--- src/hw/rtl/ctm_pkg.sv ---
// Shared types and constants for the coordinate trimmed-mean core.
// Lane count, control sideband struct, register index codes.
// No dependencies.
`timescale 1ns / 1ps

package ctm_pkg;

    // Client lanes carried by one item
    localparam int LANES     = 8;
    localparam int LANE_W    = $clog2(LANES);
    localparam int CNT_W     = $clog2(LANES + 1);

    // Trim fraction, unsigned Q1.8
    localparam int BETA_W    = 9;
    localparam int BETA_FRAC = 8;
    localparam logic [BETA_W-1:0] BETA_ONE = BETA_W'(256);

    // Register file
    localparam int APB_DATA_W  = 32;
    localparam int ADDR_W      = 3;
    localparam int REG_IDX_LSB = 2;
    localparam logic [CNT_W-1:0]  CLIENT_COUNT_RESET = CNT_W'(LANES);
    localparam logic [BETA_W-1:0] TRIM_BETA_RESET    = '0;

    // Divider: quotient bits resolved per pipeline stage
    localparam int DIV_STEPS = 4;
    localparam int REM_W     = CNT_W - 1;

    typedef enum logic {
        REG_CLIENT_COUNT = 1'b0,
        REG_TRIM_BETA    = 1'b1
    } t_reg_idx;

    // Sideband that travels with each item through the pipeline
    typedef struct packed {
        logic             valid;
        logic [CNT_W-1:0] kept;
    } t_ctl;

endpackage

--- src/hw/rtl/ctm_lane.sv ---
// One client lane: ranks its value against the other valid lanes and keeps or drops it.
// Depends on ctm_pkg.
`timescale 1ns / 1ps

module ctm_lane #(
    parameter int VALUE_WIDTH = 32,
    parameter int SUM_W       = 35,
    parameter int LANE_IDX    = 0
) (
    input  logic                                           i_clk,
    input  logic [ctm_pkg::LANES-1:0][VALUE_WIDTH-1:0]     i_values,
    input  logic [ctm_pkg::CNT_W-1:0]                      i_n,
    input  logic [ctm_pkg::CNT_W-1:0]                      i_lo,
    input  logic [ctm_pkg::CNT_W-1:0]                      i_hi,
    output logic [SUM_W-1:0]                               o_term
);
    import ctm_pkg::*;

    logic [LANE_W-1:0] w_rank;
    logic              w_keep;
    logic [SUM_W-1:0]  n_term;

    // Count valid lanes that sort ahead of this one; ties go by lane order
    always_comb begin
        w_rank = '0;
        for (int j = 0; j < LANES; j++) begin
            if (j != LANE_IDX && CNT_W'(j) < i_n) begin
                if (($signed(i_values[j]) < $signed(i_values[LANE_IDX])) ||
                    (i_values[j] == i_values[LANE_IDX] && j < LANE_IDX)) begin
                    w_rank = w_rank + LANE_W'(1);
                end
            end
        end
    end

    // Keep the value when its sorted position falls inside the kept window
    always_comb begin
        w_keep = (CNT_W'(LANE_IDX) < i_n) &&
                 (CNT_W'(w_rank) >= i_lo) && (CNT_W'(w_rank) < i_hi);
        n_term = w_keep ? SUM_W'($signed(i_values[LANE_IDX])) : '0;
    end

    always_ff @(posedge i_clk) begin
        o_term <= n_term;
    end

endmodule

--- src/hw/rtl/ctm_merge.sv ---
// Merging stage: registered adder tree over the lane terms, then sign and magnitude.
// Depends on ctm_pkg.
`timescale 1ns / 1ps

module ctm_merge #(
    parameter int SUM_W = 35
) (
    input  logic                                     i_clk,
    input  logic                                     i_rst_n,
    input  logic [ctm_pkg::LANES-1:0][SUM_W-1:0]     i_terms,
    input  ctm_pkg::t_ctl                            i_ctl,
    output logic [SUM_W-1:0]                         o_mag,
    output logic                                     o_neg,
    output ctm_pkg::t_ctl                            o_ctl
);
    import ctm_pkg::*;

    // Heap-ordered tree nodes: node i sums nodes 2i and 2i+1, leaves are the lane terms
    logic [SUM_W-1:0] r_node [1:LANES-1];
    t_ctl             r_ctl  [0:LANE_W];
    logic [SUM_W-1:0] r_mag;
    logic             r_neg;

    for (genvar i = 1; i < LANES; i++) begin : g_node
        logic [SUM_W-1:0] w_left;
        logic [SUM_W-1:0] w_right;
        if (2 * i < LANES) begin : g_inner
            assign w_left  = r_node[2*i];
            assign w_right = r_node[2*i+1];
        end else begin : g_leaf
            assign w_left  = i_terms[2*i-LANES];
            assign w_right = i_terms[2*i+1-LANES];
        end
        always_ff @(posedge i_clk) begin
            r_node[i] <= w_left + w_right;
        end
    end

    // Take sign and magnitude of the root sum
    always_ff @(posedge i_clk) begin
        r_neg <= r_node[1][SUM_W-1];
        r_mag <= r_node[1][SUM_W-1] ? (SUM_W'(0) - r_node[1]) : r_node[1];
    end

    // Advance the sideband in step with the tree levels
    always_ff @(posedge i_clk) begin
        if (!i_rst_n) begin
            for (int k = 0; k <= LANE_W; k++) begin
                r_ctl[k] <= '0;
            end
        end else begin
            r_ctl[0] <= i_ctl;
            for (int k = 1; k <= LANE_W; k++) begin
                r_ctl[k] <= r_ctl[k-1];
            end
        end
    end

    assign o_mag = r_mag;
    assign o_neg = r_neg;
    assign o_ctl = r_ctl[LANE_W];

endmodule

--- src/hw/rtl/ctm_div_stage.sv ---
// One divider stage: resolves DIV_STEPS quotient bits of magnitude / kept count.
// Depends on ctm_pkg.
`timescale 1ns / 1ps

module ctm_div_stage #(
    parameter int PAD_W = 36
) (
    input  logic                          i_clk,
    input  logic                          i_rst_n,
    input  logic [PAD_W-1:0]              i_x,
    input  logic [ctm_pkg::REM_W-1:0]     i_rem,
    input  logic                          i_neg,
    input  ctm_pkg::t_ctl                 i_ctl,
    output logic [PAD_W-1:0]              o_x,
    output logic [ctm_pkg::REM_W-1:0]     o_rem,
    output logic                          o_neg,
    output ctm_pkg::t_ctl                 o_ctl
);
    import ctm_pkg::*;

    logic [PAD_W-1:0] n_x;
    logic [REM_W-1:0] n_rem;
    logic [CNT_W-1:0] w_trial;
    logic             w_qbit;

    // Shift dividend bits out of the top, quotient bits in at the bottom
    always_comb begin
        n_x     = i_x;
        n_rem   = i_rem;
        w_trial = '0;
        w_qbit  = 1'b0;
        for (int s = 0; s < DIV_STEPS; s++) begin
            w_trial = {n_rem, n_x[PAD_W-1]};
            w_qbit  = (w_trial >= i_ctl.kept);
            n_x     = {n_x[PAD_W-2:0], w_qbit};
            n_rem   = w_qbit ? REM_W'(w_trial - i_ctl.kept) : w_trial[REM_W-1:0];
        end
    end

    always_ff @(posedge i_clk) begin
        o_x   <= n_x;
        o_rem <= n_rem;
        o_neg <= i_neg;
    end

    always_ff @(posedge i_clk) begin
        if (!i_rst_n) begin
            o_ctl <= '0;
        end else begin
            o_ctl <= i_ctl;
        end
    end

endmodule

--- src/hw/rtl/coordinate_trimmed_mean_core.sv ---
// Coordinate-wise trimmed mean over up to eight client lanes.
// Depends on ctm_pkg, ctm_lane, ctm_merge, ctm_div_stage.
//
// Usage:
//   Input: drive i_value_0..i_value_7 (signed Q16.16, one per client) and
//   pulse start; an item is taken on every edge where start is high and busy
//   is low. busy stays low, so a new item may enter on every clock cycle.
//   Output: o_valid is high for exactly one cycle per item, with
//   o_trimmed_mean (signed, truncated toward zero) and o_kept_count. The
//   receiver cannot stall; results appear in input order.
//   Pipeline: one capture stage, one lane ranking stage, three adder-tree
//   levels, one magnitude stage, the divider stages at four quotient bits
//   each, and the output register.
//   Throughput: one item per cycle; every lane ranks its value in parallel.
//   Configuration: APB-style writes to client_count (address 0) and
//   trim_beta (address 4); the user must write only while no item is in flight, as the block does not enforce it.
//   Reset: synchronous, active low; clears the pipeline valids and loads
//   client_count = 8, trim_beta = 0.
`timescale 1ns / 1ps

module coordinate_trimmed_mean_core #(
    parameter int VALUE_WIDTH = 32
) (
    input  logic                                 i_clk,
    input  logic                                 i_rst_n,
    input  logic                                 start,
    output logic                                 busy,
    input  logic signed [VALUE_WIDTH-1:0]        i_value_0,
    input  logic signed [VALUE_WIDTH-1:0]        i_value_1,
    input  logic signed [VALUE_WIDTH-1:0]        i_value_2,
    input  logic signed [VALUE_WIDTH-1:0]        i_value_3,
    input  logic signed [VALUE_WIDTH-1:0]        i_value_4,
    input  logic signed [VALUE_WIDTH-1:0]        i_value_5,
    input  logic signed [VALUE_WIDTH-1:0]        i_value_6,
    input  logic signed [VALUE_WIDTH-1:0]        i_value_7,
    input  logic                                 psel,
    input  logic                                 penable,
    input  logic                                 pwrite,
    input  logic [ctm_pkg::ADDR_W-1:0]           paddr,
    input  logic [ctm_pkg::APB_DATA_W-1:0]       pwdata,
    output logic [ctm_pkg::APB_DATA_W-1:0]       prdata,
    output logic                                 pready,
    output logic                                 o_valid,
    output logic signed [VALUE_WIDTH-1:0]        o_trimmed_mean,
    output logic [ctm_pkg::CNT_W-1:0]            o_kept_count
);
    import ctm_pkg::*;

    localparam int SUM_W      = VALUE_WIDTH + LANE_W;
    localparam int DIV_STAGES = (SUM_W + DIV_STEPS - 1) / DIV_STEPS;
    localparam int PAD_W      = DIV_STAGES * DIV_STEPS;
    localparam int PROD_W     = BETA_W + CNT_W;

    // ---------------- configuration registers ----------------
    logic [CNT_W-1:0]  r_client_count;
    logic [BETA_W-1:0] r_trim_beta;
    t_reg_idx          w_reg_idx;
    logic              w_cfg_write;

    assign pready      = 1'b1;
    assign busy        = 1'b0;
    assign w_reg_idx   = t_reg_idx'(paddr[REG_IDX_LSB]);
    assign w_cfg_write = psel && penable && pwrite && pready;

    // Write on the access cycle of a transfer
    always_ff @(posedge i_clk) begin
        if (!i_rst_n) begin
            r_client_count <= CLIENT_COUNT_RESET;
            r_trim_beta    <= TRIM_BETA_RESET;
        end else if (w_cfg_write) begin
            unique case (w_reg_idx)
                REG_CLIENT_COUNT: r_client_count <= pwdata[CNT_W-1:0];
                REG_TRIM_BETA:    r_trim_beta    <= pwdata[BETA_W-1:0];
                default:          ;
            endcase
        end
    end

    // Read back the addressed register
    always_comb begin
        unique case (w_reg_idx)
            REG_CLIENT_COUNT: prdata = APB_DATA_W'(r_client_count);
            REG_TRIM_BETA:    prdata = APB_DATA_W'(r_trim_beta);
            default:          prdata = '0;
        endcase
    end

    // ---------------- trim window from the registers ----------------
    logic [CNT_W-1:0]  w_n;
    logic [BETA_W-1:0] w_beta;
    logic [PROD_W-1:0] w_prod;
    logic [CNT_W-1:0]  w_t;
    logic              w_keep_all;
    logic [CNT_W-1:0]  n_s0_lo;
    logic [CNT_W-1:0]  n_s0_hi;

    always_comb begin
        // Clamp client count to 1..LANES and beta to one
        if (r_client_count == '0) begin
            w_n = CNT_W'(1);
        end else if (r_client_count > CNT_W'(LANES)) begin
            w_n = CNT_W'(LANES);
        end else begin
            w_n = r_client_count;
        end
        w_beta = (r_trim_beta > BETA_ONE) ? BETA_ONE : r_trim_beta;

        // Per-side trim count, floor(beta * n)
        w_prod = PROD_W'(w_beta) * PROD_W'(w_n);
        w_t    = w_prod[BETA_FRAC +: CNT_W];

        // Keep everything when trimming would leave nothing
        w_keep_all = ({w_t, 1'b0} >= {1'b0, w_n});
        n_s0_lo    = w_keep_all ? '0  : w_t;
        n_s0_hi    = w_keep_all ? w_n : (w_n - w_t);
    end

    // ---------------- capture stage ----------------
    logic [LANES-1:0][VALUE_WIDTH-1:0] r_s0_vals;
    logic [CNT_W-1:0]                  r_s0_n;
    logic [CNT_W-1:0]                  r_s0_lo;
    logic [CNT_W-1:0]                  r_s0_hi;
    t_ctl                              r_s0_ctl;
    t_ctl                              r_s1_ctl;

    always_ff @(posedge i_clk) begin
        r_s0_vals[0] <= i_value_0;
        r_s0_vals[1] <= i_value_1;
        r_s0_vals[2] <= i_value_2;
        r_s0_vals[3] <= i_value_3;
        r_s0_vals[4] <= i_value_4;
        r_s0_vals[5] <= i_value_5;
        r_s0_vals[6] <= i_value_6;
        r_s0_vals[7] <= i_value_7;
        r_s0_n       <= w_n;
        r_s0_lo      <= n_s0_lo;
        r_s0_hi      <= n_s0_hi;
    end

    // Hold valid and kept count alongside the capture and lane stages
    always_ff @(posedge i_clk) begin
        if (!i_rst_n) begin
            r_s0_ctl <= '0;
            r_s1_ctl <= '0;
        end else begin
            r_s0_ctl.valid <= start && !busy;
            r_s0_ctl.kept  <= n_s0_hi - n_s0_lo;
            r_s1_ctl       <= r_s0_ctl;
        end
    end

    // ---------------- parallel lanes ----------------
    logic [LANES-1:0][SUM_W-1:0] w_terms;

    for (genvar k = 0; k < LANES; k++) begin : g_lane
        ctm_lane #(
            .VALUE_WIDTH (VALUE_WIDTH),
            .SUM_W       (SUM_W),
            .LANE_IDX    (k)
        ) u_lane (
            .i_clk    (i_clk),
            .i_values (r_s0_vals),
            .i_n      (r_s0_n),
            .i_lo     (r_s0_lo),
            .i_hi     (r_s0_hi),
            .o_term   (w_terms[k])
        );
    end

    // ---------------- merge ----------------
    logic [SUM_W-1:0] w_mag;
    logic             w_neg;
    t_ctl             w_merge_ctl;

    ctm_merge #(
        .SUM_W (SUM_W)
    ) u_merge (
        .i_clk   (i_clk),
        .i_rst_n (i_rst_n),
        .i_terms (w_terms),
        .i_ctl   (r_s1_ctl),
        .o_mag   (w_mag),
        .o_neg   (w_neg),
        .o_ctl   (w_merge_ctl)
    );

    // ---------------- divider pipeline ----------------
    logic [PAD_W-1:0] w_div_x   [0:DIV_STAGES];
    logic [REM_W-1:0] w_div_rem [0:DIV_STAGES];
    logic             w_div_neg [0:DIV_STAGES];
    t_ctl             w_div_ctl [0:DIV_STAGES];

    assign w_div_x[0]   = PAD_W'(w_mag);
    assign w_div_rem[0] = '0;
    assign w_div_neg[0] = w_neg;
    assign w_div_ctl[0] = w_merge_ctl;

    for (genvar s = 0; s < DIV_STAGES; s++) begin : g_div
        ctm_div_stage #(
            .PAD_W (PAD_W)
        ) u_div_stage (
            .i_clk   (i_clk),
            .i_rst_n (i_rst_n),
            .i_x     (w_div_x[s]),
            .i_rem   (w_div_rem[s]),
            .i_neg   (w_div_neg[s]),
            .i_ctl   (w_div_ctl[s]),
            .o_x     (w_div_x[s+1]),
            .o_rem   (w_div_rem[s+1]),
            .o_neg   (w_div_neg[s+1]),
            .o_ctl   (w_div_ctl[s+1])
        );
    end

    // ---------------- output register ----------------
    logic [PAD_W-1:0] w_quot;

    // Restore the sign; the remainder is dropped, which truncates toward zero
    assign w_quot = w_div_neg[DIV_STAGES] ? (PAD_W'(0) - w_div_x[DIV_STAGES])
                                          : w_div_x[DIV_STAGES];

    always_ff @(posedge i_clk) begin
        o_trimmed_mean <= w_quot[VALUE_WIDTH-1:0];
        o_kept_count   <= w_div_ctl[DIV_STAGES].kept;
    end

    always_ff @(posedge i_clk) begin
        if (!i_rst_n) begin
            o_valid <= 1'b0;
        end else begin
            o_valid <= w_div_ctl[DIV_STAGES].valid;
        end
    end

endmodule

--- config.mk ---
export PLATFORM = sky130hd
export DESIGN_NAME = coordinate_trimmed_mean_core
export DESIGN_NICKNAME = d
export VERILOG_FILES = /design/src/hw/rtl/ctm_pkg.sv /design/src/hw/rtl/ctm_lane.sv /design/src/hw/rtl/ctm_merge.sv /design/src/hw/rtl/ctm_div_stage.sv /design/src/hw/rtl/coordinate_trimmed_mean_core.sv
export SDC_FILE = /design/constraint.sdc
export NUM_CORES = 2
export LEC_CHECK = 0
export BUFFER_PORTS_ARGS = -buffer_cell sky130_fd_sc_hd__buf_4
export CORE_MARGIN = 5
export CORE_UTILIZATION = 62
export DETAILED_ROUTE_END_ITERATION = 6
export GPL_ROUTABILITY_DRIVEN = 0
export HOLD_SLACK_MARGIN = 0.12
export PLACE_DENSITY_LB_ADDON = 0.3
export RECOVER_POWER = 50
export SYNTH_ARGS = -nofsm -noshare
export SYNTH_HDL_FRONTEND = slang
export SYNTH_SLANG_ARGS = --single-unit
--- constraint.sdc ---
create_clock -name i_clk -period 9 [get_ports i_clk]
set_input_delay 1.35 -clock i_clk [delete_from_list [all_inputs] [get_ports i_clk]]
set_output_delay 1.35 -clock i_clk [all_outputs]
set_load 0.05 [all_outputs]
==> metrics.md <==
| Metric | Value |
|---|---|
| Reg power frac | `32.6%` |
| Root buffer cell | `clkbuf_16` |
| Share of total power in combinational logic | `46.3%` |
| Critical path arrival | `9.42 ns` |
| Register area share after synthesis | `34.8%` |
| Cells after Synth | `7384` |
| PwrDens | `317 mW/mm2` |
| Share of layout cells above drive strength 1 | `9.92%` |
| Worst Skew | `0.0259 ns` |
| CP delay by family, top | `simple AND/OR/NAND/NOR gates` |
| Final non-filler cell total | `9436` |
| CTS tree | `done` |
| Failing checks | `design-rule violations, max-capacitance violations, max-slew violations` |
| Worst R2R Path Depth | `37` |
| Cells on Worst Hold Path | `0` |
| Area after DPL | `0.0761 mm2` |
| # rows | `124` |
| Relative slew slack | `-119%` |
| Static leakage power | `38.2 nW` |
| # hold bufs at CTS | `0` |
| Crit path buffers/inverters | `5` |
| Clock sink total | `1243` |
| Final hold vios | `0` |
| Fin nets | `9553` |
| Worst Path Required | `9.70 ns` |
| H-tree Lvls | `4` |
| Pin count of the biggest net entering global routing | `90` |
| Worst min-delay path category | `flip-flop to flip-flop` |
| Asr flop ratio synth | `0%` |
| Grt ovf | `0` |
| Max incr delay on CP | `0.45 ns` |
| First-pass GRT wire length | `330000 um` |
| Setup-failing EPs final | `0` |
| Power Internal | `0.0155 W` |
| Worst skew pair latency | `0.76 ns` |
| Port Buffers | `317` |
| Distinct cells, synth | `101` |
| Leading cell type in the layout, fill and taps excluded | `ha_1` |
| Post-Syn Area per Cell | `9.68 um2` |
| Vias/cell | `6.33` |
| Vias | `59701` |
| DRC viols | `5` |
| Psw | `0.00993 W` |
| CORE AREA | `0.114 mm2` |
| Most frequent cells in the layout | `ha_1, dfxtp_1, inv_1` |
| Max IR drop VDD | `0.000322 V` |
| Routed WL | `222000 um` |
| Placed Instances | `9210` |
| Fin Setup TNS | `0 ns` |
| Worst setup EP type | `flip-flop` |
| Number of DRC markers in iteration 0 | `5526` |
| Initial core utilization | `62.5%` |
| HPWL Detailed | `173000 um` |
| Worst Path Max Fanout | `48` |
| Router iterations before antenna repair | `7` |
| Synth Register Bits | `1243` |
| DIE WIDTH | `350 um` |
| Synth Warn # | `0` |
| Initial antenna violation count | `14` |
| Io pins | `368` |
| Max Cap Viol | `1` |
| Slowest cell on the critical path | `dfxtp_1` |
| Clock Path Buffers | `3` |
| Switch share | `39.0%` |
| Tcrit/Tclk final | `96.9%` |
| TritonCTS buffer count | `130` |
| Clock Power Share | `21.1%` |
| Worst Max-Slew Pin Slew | `3.28 ns` |
| Final Slew Violations | `90` |
| Crit Path Category | `flip-flop to flip-flop` |
| Outcome | `complete, but fails checks` |
| Crit start category | `flip-flop` |
| Vias in the first global route | `59495` |
| Post-synth EDFFs | `0` |
| Fmax achieved | `115 MHz` |
| Crit path depth | `37` |
| Area of the mapped netlist | `0.0715 mm2` |
| Top FF cell, synth | `dfxtp_1` |
| Die height | `350 um` |
| All-Layer GR Usage | `35.1%` |
| Post-route ant nets | `0` |
| Clock-pin slew on the worst setup and hold paths | `0.06 ns` |
| Routed length per instance | `23.5 um` |
| Fin crit period | `8.72 ns` |
| Final instance area | `0.0803 mm2` |
| Cell mode on critical path | `ha_1` |
| Unrepaired setup endpoints after global routing | `no` |
| Die area | `0.122 mm2` |
| P&R area growth vs syn | `12.4%` |
worst register-to-register path, delay by kind of cell (launching register included):
family	cells	cell delay, ns
AO/OA/AOI/OAI	8	1.64
XOR/XNOR	3	0.50
adder cells (fa/ha/maj)	7	2.04
buffers and inverters	5	0.87
flip-flops	1	0.45
multiplexers	3	0.82
AND/OR/NAND/NOR	11	2.35
layout make-up:
| cell class | instances | area [um2] |
|---|---|---|
| multi-input combinational | 5493 | 44100 |
| fill | 8486 | 34100 |
| sequential | 1243 | 24900 |
| clock buffer | 172 | 3640 |
| timing repair buffer | 429 | 3110 |
| inverter | 534 | 2000 |
| tap | 1512 | 1890 |
| clock inverter | 51 | 658 |
| antenna | 2 | 5.00 |
flip-flops by register name, summed over array words and instances, names as in the netlist, 4 cells and up:
| signal | cells |
|---|---|
| g_div.u_div_stage.o_neg | 9 |
| u_merge.o_mag | 35 |
| u_merge.r_node | 237 |
| g_div.u_div_stage.o_ctl | 45 |
| g_div.u_div_stage.o_rem | 24 |
| r_s0_vals | 256 |
| r_s0_ctl | 5 |
| o_trimmed_mean | 32 |
| r_s0_lo | 4 |
| o_kept_count | 4 |
| r_client_count | 4 |
| r_trim_beta | 9 |
| r_s0_n | 4 |
| r_s0_hi | 4 |
| g_div.u_div_stage.o_x | 288 |
| r_s1_ctl | 5 |
| g_lane.u_lane.o_term | 256 |
| u_merge.r_ctl | 20 |
through the flow:
stage	setup slack [ns]	hold WS, ns	utilization [%]	power [W]
floorplan	1.68	0.310	-	0.0168
finish	0.276	0.309	70.2	0.0255
detailed placement	0.388	0.312	66.5	0.0198
CTS	0.287	0.305	70.3	0.0253
global placement	0.557	0.310	66.5	0.0192
global route	0.00310	0.315	70.2	0.0272
Yosys cell counts (81+ instances only):
cell | count | share of area [%]
a31oi_1 | 94 | 0.82
nand3_1 | 132 | 0.92
o21ai_0 | 311 | 2.2
and2_1 | 209 | 1.8
xor2_1 | 92 | 1.1
nor3_1 | 81 | 0.57
ha_1 | 1369 | 24
nand4_1 | 241 | 2.1
nor2_1 | 308 | 1.6
a21oi_1 | 496 | 3.5
clkbuf_1 | 90 | 0.47
xnor2_1 | 255 | 3.1
nand2_1 | 411 | 2.2
a21o_1 | 314 | 3.3
inv_1 | 533 | 2.8
dfxtp_1 | 1243 | 35
kinds of logic (layout without fill, tap and decap cells):
logic type | count (synthesis) | count (layout) | synth area share, %
multiplexers | 125 | 125 | 1.83
AND/OR/NAND/NOR | 1829 | 1829 | 13.7
XOR/XNOR | 363 | 363 | 4.71
other | 2 | 29 | 0.0105
buffers and inverters | 673 | 1186 | 3.77
flip-flops | 1243 | 1243 | 34.8
AO/OA/AOI/OAI | 1720 | 1720 | 15.5
adder cells (fa/ha/maj) | 1429 | 1429 | 25.6
power groups by stage:
| stage | clock, W | combinational [W] | sequential, W |
|---|---|---|---|
| detailed placement | 0 | 0.0114 | 0.00839 |
| floorplan | 0 | 0.00851 | 0.00832 |
| CTS | 0.00545 | 0.0116 | 0.00830 |
| finish | 0.00538 | 0.0118 | 0.00830 |
| global placement | 0 | 0.0109 | 0.00831 |
| global route | 0.00567 | 0.0130 | 0.00847 |
path summary, 6_finish.rpt:
| kind | from | endpoint | slack, ns |
|---|---|---|---|
| min | g_div[1].u_div_stage.o_x[12]$_DFF_P_ | g_div[2].u_div_stage.o_x[16]$_DFF_P_ | 0.31 |
| max reg2reg | r_s0_vals[221]$_DFF_P_ | g_lane[6].u_lane.o_term[3]$_SDFF_PN0_ | 0.28 |
| max | r_s0_vals[221]$_DFF_P_ | g_lane[6].u_lane.o_term[3]$_SDFF_PN0_ | 0.28 |
| min reg2reg | g_div[1].u_div_stage.o_x[12]$_DFF_P_ | g_div[2].u_div_stage.o_x[16]$_DFF_P_ | 0.31 |
routing by layer:
layer,track usage (%),routed length [um],vias up
met4,29.1,22700,8
met1,39.8,78900,28040
li1,-,-,27530
met3,7.84,22200,1028
met5,0,57,-
met2,56.5,97900,3095
what timing repair did:
action,in CTS,in global routing
gates resized for setup,0,10
setup endpoints to repair,0,105
buffers inserted,0,1
Power figures use the tool's default switching activity.
